`src/design/gfr_pkg.sv`:
```
// ----------------------------------------------------------------------------
// Greyscale framebuffer refresh package
// Panel geometry, display command bytes, byte conversion tables and the
// command/status bundles shared by the controller and the datapath.
// ----------------------------------------------------------------------------
package gfr_pkg;

    // Panel geometry
    localparam int PANEL_ROWS    = 160;
    localparam int BYTES_PER_ROW = 60;
    localparam int PAD_BYTES     = 8;

    localparam int PANEL_COLS   = BYTES_PER_ROW * 4;
    localparam int STORE_SIZE   = PANEL_ROWS * BYTES_PER_ROW;
    localparam int PREAMBLE_LEN = 14;
    localparam int ROW_STEPS    = PAD_BYTES + 2 * BYTES_PER_ROW;

    // Derived widths
    localparam int ADDR_W  = (STORE_SIZE > 1) ? $clog2(STORE_SIZE) : 1;
    localparam int ROW_W   = $clog2(PANEL_ROWS + 1);
    localparam int COL_W   = $clog2(ROW_STEPS);
    localparam int PRE_W   = $clog2(PREAMBLE_LEN + 1);
    localparam int COORD_W = 9;
    localparam int MUL_W   = ADDR_W + COORD_W;

    // Display command and data bytes
    localparam logic [7:0] CMD_COL_ADDR   = 8'h2A;
    localparam logic [7:0] COL_END        = 8'h7F;
    localparam logic [7:0] CMD_ROW_ADDR   = 8'h2B;
    localparam logic [7:0] ROW_END        = 8'h9F;
    localparam logic [7:0] CMD_START_LINE = 8'h37;
    localparam logic [7:0] CMD_MODE       = 8'h38;
    localparam logic [7:0] CMD_RAM_WRITE  = 8'h2C;
    localparam logic [7:0] CMD_DISPLAY_ON = 8'h29;
    localparam logic [7:0] DATA_ZERO      = 8'h00;
    localparam logic [7:0] PAD_FILL       = 8'hFF;
    localparam logic [1:0] PIXEL_MASK     = 2'h3;

    // Preamble entry that carries the grey mode bit
    localparam int PRE_MODE_STEP = 12;

    // Item kinds
    typedef enum logic [1:0] {
        KIND_PIXEL = 2'd0,
        KIND_BOX   = 2'd1,
        KIND_START = 2'd2,
        KIND_TICK  = 2'd3
    } t_kind;

    // One byte on the display bus
    typedef struct packed {
        logic       is_data;
        logic [7:0] data;
    } t_lcd_byte;

    localparam t_lcd_byte PRE_TABLE [PREAMBLE_LEN] = '{
        '{1'b0, CMD_COL_ADDR},
        '{1'b1, DATA_ZERO},
        '{1'b1, DATA_ZERO},
        '{1'b1, DATA_ZERO},
        '{1'b1, COL_END},
        '{1'b0, CMD_ROW_ADDR},
        '{1'b1, DATA_ZERO},
        '{1'b1, DATA_ZERO},
        '{1'b1, DATA_ZERO},
        '{1'b1, ROW_END},
        '{1'b0, CMD_START_LINE},
        '{1'b1, DATA_ZERO},
        '{1'b0, CMD_MODE},
        '{1'b0, CMD_RAM_WRITE}
    };

    localparam logic [7:0] HI_PART [4] = '{8'h00, 8'h40, 8'h80, 8'hE0};
    localparam logic [7:0] LO_PART [4] = '{8'h00, 8'h08, 8'h10, 8'h1C};

    // Controller to datapath commands
    typedef struct packed {
        logic clr_wr;
        logic pix_rd;
        logic box_load;
        logic box_rd;
        logic mem_wr;
        logic box_adv;
        logic refresh_start;
        logic tick_rd;
        logic emit;
    } t_dp_cmd;

    // Datapath to controller status
    typedef struct packed {
        logic clr_done;
        logic in_on_panel;
        logic box_empty;
        logic box_on_panel;
        logic box_last;
        logic active;
        logic tick_needs_read;
        logic out_free;
    } t_dp_stat;

    // Preamble byte for a step; the mode command picks up the grey bit
    function automatic t_lcd_byte preamble_byte(input logic [PRE_W-1:0] step,
                                                input logic grey);
        t_lcd_byte e;
        e = '{is_data: 1'b1, data: DATA_ZERO};
        if (int'(step) < PREAMBLE_LEN) begin
            e = PRE_TABLE[step];
        end
        if (int'(step) == PRE_MODE_STEP) begin
            e.data = e.data | {7'd0, grey};
        end
        return e;
    endfunction

    // Left pixel pair of a store byte, inverted for the panel
    function automatic logic [7:0] first_byte(input logic [7:0] b);
        return ~(HI_PART[b[5:4]] | LO_PART[b[7:6]]);
    endfunction

    // Right pixel pair of a store byte, inverted for the panel
    function automatic logic [7:0] second_byte(input logic [7:0] b);
        return ~(HI_PART[b[1:0]] | LO_PART[b[3:2]]);
    endfunction

endpackage

```
`src/design/gfr_ctrl.sv`:
```
// ----------------------------------------------------------------------------
// Greyscale framebuffer refresh controller
// Sequences the clearing pass, pixel and box read-modify-writes, and the
// emission of transfer bytes.
// ----------------------------------------------------------------------------
module gfr_ctrl import gfr_pkg::*; (
    input  logic     i_clk,
    input  logic     i_rst_n,
    input  logic     i_valid,
    input  t_kind    i_kind,
    input  t_dp_stat i_stat,
    output logic     o_ready,
    output t_dp_cmd  o_cmd
);

    typedef enum logic [2:0] {
        S_CLEAR,
        S_IDLE,
        S_PIX_WR,
        S_BOX_RD,
        S_BOX_WR,
        S_EMIT
    } t_state;

    t_state r_state;
    t_state n_state;
    logic   r_ready;
    logic   accept;

    assign accept  = i_valid && r_ready;
    assign o_ready = r_ready;

    // Decode next state and datapath commands
    always_comb begin
        n_state = r_state;
        o_cmd   = '0;
        case (r_state)
            S_CLEAR: begin
                o_cmd.clr_wr = 1'b1;
                if (i_stat.clr_done) begin
                    n_state = S_IDLE;
                end
            end
            S_IDLE: begin
                if (accept) begin
                    case (i_kind)
                        KIND_PIXEL: begin
                            if (i_stat.in_on_panel) begin
                                o_cmd.pix_rd = 1'b1;
                                n_state      = S_PIX_WR;
                            end
                        end
                        KIND_BOX: begin
                            if (!i_stat.box_empty) begin
                                o_cmd.box_load = 1'b1;
                                n_state        = S_BOX_RD;
                            end
                        end
                        KIND_START: begin
                            o_cmd.refresh_start = 1'b1;
                        end
                        KIND_TICK: begin
                            if (i_stat.active) begin
                                o_cmd.tick_rd = i_stat.tick_needs_read;
                                n_state       = S_EMIT;
                            end
                        end
                        default: begin
                            n_state = S_IDLE;
                        end
                    endcase
                end
            end
            S_PIX_WR: begin
                o_cmd.mem_wr = 1'b1;
                n_state      = S_IDLE;
            end
            S_BOX_RD: begin
                if (i_stat.box_on_panel) begin
                    o_cmd.box_rd = 1'b1;
                    n_state      = S_BOX_WR;
                end else if (i_stat.box_last) begin
                    n_state = S_IDLE;
                end else begin
                    o_cmd.box_adv = 1'b1;
                end
            end
            S_BOX_WR: begin
                o_cmd.mem_wr = 1'b1;
                if (i_stat.box_last) begin
                    n_state = S_IDLE;
                end else begin
                    o_cmd.box_adv = 1'b1;
                    n_state       = S_BOX_RD;
                end
            end
            S_EMIT: begin
                if (i_stat.out_free) begin
                    o_cmd.emit = 1'b1;
                    n_state    = S_IDLE;
                end
            end
            default: begin
                n_state = S_IDLE;
            end
        endcase
    end

    // Hold state and the registered ready
    always_ff @(posedge i_clk) begin
        if (!i_rst_n) begin
            r_state <= S_CLEAR;
            r_ready <= 1'b0;
        end else begin
            r_state <= n_state;
            r_ready <= (n_state == S_IDLE);
        end
    end

endmodule

```
`config.mk`:
```
export PLATFORM = sky130hd
export DESIGN_NAME = gfr_ctrl
export DESIGN_NICKNAME = d
export VERILOG_FILES = /design/src/design/gfr_pkg.sv /design/src/design/gfr_ctrl.sv
export SDC_FILE = /design/constraint.sdc
export NUM_CORES = 1
export LEC_CHECK = 0
export BUFFER_PORTS_ARGS = -buffer_cell sky130_fd_sc_hd__clkbuf_2
export CORE_AREA = 3 3 40 42
export CTS_CLUSTER_DIAMETER = 30
export DETAILED_ROUTE_END_ITERATION = 16
export DIE_AREA = 0 0 43 45
export HOLD_SLACK_MARGIN = 0.02
export PLACE_DENSITY = 0.49
export SLEW_MARGIN = 20
export SYNTH_ARGS = -nofsm -noshare
export SYNTH_HDL_FRONTEND = slang
export SYNTH_SLANG_ARGS = --single-unit
export TNS_END_PERCENT = 5
```
`constraint.sdc`:
```
create_clock -name i_clk -period 1.31 [get_ports i_clk]
set_input_delay 0.262 -clock i_clk [delete_from_list [all_inputs] [get_ports i_clk]]
set_output_delay 0.262 -clock i_clk [all_outputs]
set_load 0.01 [all_outputs]
```
## Yosys cells after proc, flatten, opt, wreduce, memory -nomap -nowiden

Index checks and enable logic that the tools add are counted.

| operators by class | value |
|---|---|
| eq/ne operators | 9 |
| muxes and demuxes | 31 |
| reduce and logical (&&, ||, !) cells | 4 |

Operator list:

| operator | number |
|---|---|
| 2-to-1 mux 3 bit | 8 |
| 2-to-1 mux 1 bit | 15 |
| case mux 3 bit (5 select lines) | 1 |
| 2-to-1 mux 2 bit | 5 |
| case mux 3 bit (3 select lines) | 1 |
| equality test 3 x 1 -> 1 bit (second input constant) | 2 |
| equality test 3 x 2 -> 1 bit (second input constant) | 2 |
| equality test 3 bit (second input constant) | 2 |
| equality test 2 bit (second input constant) | 2 |
| logical NOT 3 bit | 1 |
| equality test 2 x 1 -> 1 bit (second input constant) | 1 |
| logical NOT 2 bit | 1 |
| case mux 1 bit (2 select lines) | 1 |
| OR reduction 2 bit | 1 |
| logical AND 1 bit | 1 |

| word-level totals | value |
|---|---|
| bits in registers | 4 |
| input bits | 13 |
| output and inout bits | 10 |

## Longest topological paths before layout

| logic depth | value |
|---|---|
| depth after elaboration | 5 |
| depth in mapped cells | 5 |
| depth with buffers taken out | 4 |

## Worst setup path after synthesis

Ideal clock, no wire load.

| timing path | value |
|---|---|
| path type | reg2out |
| from | register r_state[0] |
| to | output o_cmd[6] (netlist bit) |
| arrival time | 1132 ps |
| required time | 1048 ps |
| slack | -84 ps |
| cell stages (with the launch flop) | 5 |
| buffers on the path | 0 |
| cell sequence | dfxtp_1 -> nand2b_1 -> nor3b_2 -> nand2_1 -> nor3_1 |

RTL lines:

| what | RTL line | source |
|---|---|---|
| start: declaration | gfr_ctrl.sv:25 | `t_state r_state;` |
| start signal: assignment | gfr_ctrl.sv:115 | `r_state <= n_state;` |
| end: declaration | gfr_ctrl.sv:13 | `output t_dp_cmd o_cmd` |

==> results_dict.tcl <==
set metrics [dict create \
    status "complete, but fails checks" \
    failed_checks "negative setup slack" \
    multi_input_comb_area_um2 275 \
    seq_area_frac_synth_pct 24.3 \
    finalSetupViolations 6 \
    final_max_slew_viol_count 0 \
    ys_ff_latch 4 \
    die-width_um 43 \
    antenna_violating_nets_post_route 0 \
    crit_fanout 3 \
    total_routing_usage_reported_by_global_routing_pct 12.3 \
    vdd_ir_drop_max_uv 297 \
    timing.clock.skew_ns 0.00546 \
    syn_inst 44 \
    vias 432 \
    cts_buffer_depth 2 \
    critical_path_arrival_ns 1.26 \
    hold_path_class "input pin to flop" \
    globalRouteOverflowTotal 0 \
    fp.dieH_um 45 \
    fraction_of_the_core_area_covered_by_cells_at_the_end_of_the_flow_pct 47.0 \
    number_of_rows_in_the_core_area 13 \
    wirelength_mm 1.02 \
    num-nets-final 94 \
    unrepaired_setup_endpoints_after_global_routing "yes" \
    p_leak_nw 0.282 \
    seqCellArea_um2 87.6 \
    synthesis.area_per_instance_um2 7.48 \
    tightestPinTransition_ns 0.221 \
    finalHoldViolations 0 \
    synth.lib_cells_used.distinct 24 \
    final_min_period_over_clock_period_pct 116 \
    setup.worst_path.class "flop to primary output" \
    port_buffers 22 \
    core_area_mm2 0.00128 \
    wl_per_cell_um 10.9 \
    first_pass_grt_wire_length_mm 1.79 \
    grt_pass1_vias 416 \
    max_cap_viol_count 0 \
    finalInstanceArea_um2 604 \
    post-route-drc-count 0 \
    mappedNetlistNets 57 \
    floorplan.io_pins 23 \
    drive_above_1_share_pct 63.3 \
    cts_made_buffers 3 \
    detailed_place_hpwl_um 795 \
    ys_top_cells_by_area "sky130_fd_sc_hd__dfxtp_1 (24%), sky130_fd_sc_hd__nand2b_1 (7.6%), sky130_fd_sc_hd__nor2b_1 (5.7%)" \
    layout_min_cycle_time_ns 1.52 \
    clockRootBuffer "sky130_fd_sc_hd__clkbuf_4" \
    synth_top_area_cell "sky130_fd_sc_hd__dfxtp_1" \
    initialDrtViolationCount 0 \
    synth_top_area_share_pct 24.3 \
    setup.reg_to_reg.worst_slack_ns 0.02 \
    endpoint_kind "primary output" \
    slew_headroom_pct 85.1 \
    ctsHoldBuffers 0 \
    die_area_mm2 0.00194 \
    starting_density_of_the_core_pct 25.6 \
    worst_setup_path_start_kind "flop" \
    clk_pin_slew_ns 0.04 \
    yosysWarningCount 0 \
    grt_antenna_before_repair 0 \
    antenna_cells 0 \
    place.gp.congestion 0.734 \
    clock_latency_reported_for_the_late_side_of_the_worst_skew_pair_ns 0.23 \
    fill_cells 141 \
    areaGrowthSynthToFinish_pct 83.7 \
    finalWorstSetupSlack_ns -0.213 \
    dp_slack_ns -0.0119 \
    cts_tree "done" \
    clock.fmax_mhz 656 \
    viasPerCell 4.60 \
    p_per_area_mw_per_mm2 657 \
    critical_path_required_ns 1.05 \
    mappedNetlistArea_um2 329 \
    postPlaceCellArea_um2 527 \
    numClockSinks 4 \
    ctsHtreeMaxLevel 1 \
    grt_max_degree 7 \
    total_power_mw 0.397 \
    drtPass1Iterations 1 \
]
[path summary, 6_finish.rpt]
check / cells past startpoint / to / from
setup reg to reg: 5 / o_ready / r_state[0]
hold / removal: 2 / r_state[0] / i_rst_n
hold reg to reg: 2 / r_state[2] / r_state[0]
setup / recovery: 5 / o_cmd[6] / r_state[1]
[cell families (layout without fill, tap and decap cells)]
kind of cell	after synthesis	in the layout	synth area share, %
AOI/OAI and AO/OA	10	10	20.2
DFF	4	4	24.3
and+or+nand+nor	28	28	51.0
buffers and inverters	2	37	4.56
[power by group]
part	internal, mW	leakage, nW	switching [mW]
registers	0.130	0.0347	0.00714
clock network	0.102	0.0138	0.0486
logic	0.0600	0.234	0.0486
[Yosys cell counts]
cell and instances:
sky130_fd_sc_hd__a21oi_1 3, sky130_fd_sc_hd__a21oi_2 2, sky130_fd_sc_hd__a31oi_1 1, sky130_fd_sc_hd__and2_1 1, sky130_fd_sc_hd__and3_1 1, sky130_fd_sc_hd__and3b_1 1
sky130_fd_sc_hd__buf_6 1, sky130_fd_sc_hd__dfxtp_1 4, sky130_fd_sc_hd__inv_1 1, sky130_fd_sc_hd__nand2_1 3, sky130_fd_sc_hd__nand2b_1 4, sky130_fd_sc_hd__nand3_1 3
sky130_fd_sc_hd__nand4bb_1 1, sky130_fd_sc_hd__nor2_1 4, sky130_fd_sc_hd__nor2b_1 3, sky130_fd_sc_hd__nor3_1 3, sky130_fd_sc_hd__nor3b_2 1, sky130_fd_sc_hd__nor4_1 1
sky130_fd_sc_hd__o21a_1 1, sky130_fd_sc_hd__o21ai_0 1, sky130_fd_sc_hd__o22ai_1 1, sky130_fd_sc_hd__o31a_1 1, sky130_fd_sc_hd__or2b_1 1, sky130_fd_sc_hd__or3b_1 1
[cell type report]
class / instances / share of cell area, %
multi-input cells: 38 / 45.5
flip-flops and latches: 4 / 14.5
repair buffers: 33 / 32.5
well taps: 15 / 3.11
clock buffers: 3 / 3.73
inverters: 1 / 0.621
[worst max-delay path, stage by stage, from the launching register on]
cell and delay [ns]:
sky130_fd_sc_hd__dfxtp_2 0.31, sky130_fd_sc_hd__nand2b_4 0.15, sky130_fd_sc_hd__nor3b_4 0.22, sky130_fd_sc_hd__nand2_1 0.10, sky130_fd_sc_hd__nor3_2 0.10, sky130_fd_sc_hd__buf_2 0.14
[routing by layer]
metal  track usage, %  vias to the layer above  routed length (um)
met5                0                        -                   0
met4             7.23                        0                   0
met3             2.39                        0                  61
met2             18.0                       13                 473
met1             16.8                      186                 488
li1                 -                      233                   -
[registers in the layout, indices dropped and copies added (netlist names)]
signal,count
o_ready,1
r_state,3
[cell usage in the layout (no fill, tap or decap), drive strengths merged]
master | Yosys | final
nand2b | 4 | 4
inv | 1 | 1
nor4 | 1 | 1
a21oi | 5 | 5
and3b | 1 | 1
clkbuf | 0 | 17
or3b | 1 | 1
nor3 | 3 | 3
or2b | 1 | 1
and3 | 1 | 1
o22ai | 1 | 1
o21ai | 1 | 1
nor3b | 1 | 1
nor2 | 4 | 4
a31oi | 1 | 1
nand4bb | 1 | 1
o31a | 1 | 1
o21a | 1 | 1
nand3 | 3 | 3
and2 | 1 | 1
nor2b | 3 | 3
buf | 1 | 19
dfxtp | 4 | 4
nand2 | 3 | 3
[metrics by stage]
stage	hold slack [ns]	instances	TNS [ns]
CTS	0.278	93	-1.13
global placement	0.522	90	-0.0195
finish	0.286	94	-0.998
floorplan	0.390	44	-0.0223
global route	0.286	94	-1.67
detailed placement	0.519	90	-0.0262
[what timing repair did]
| action | in CTS | in global routing |
|---|---|---|
| setup buffers | 0 | 1 |
| pin swaps | 5 | 2 |
| gates resized for setup | 9 | 12 |
| cloned | 0 | 0 |
| setup endpoints to repair | 10 | 10 |
No activity file was read; power rests on OpenSTA's default activity.
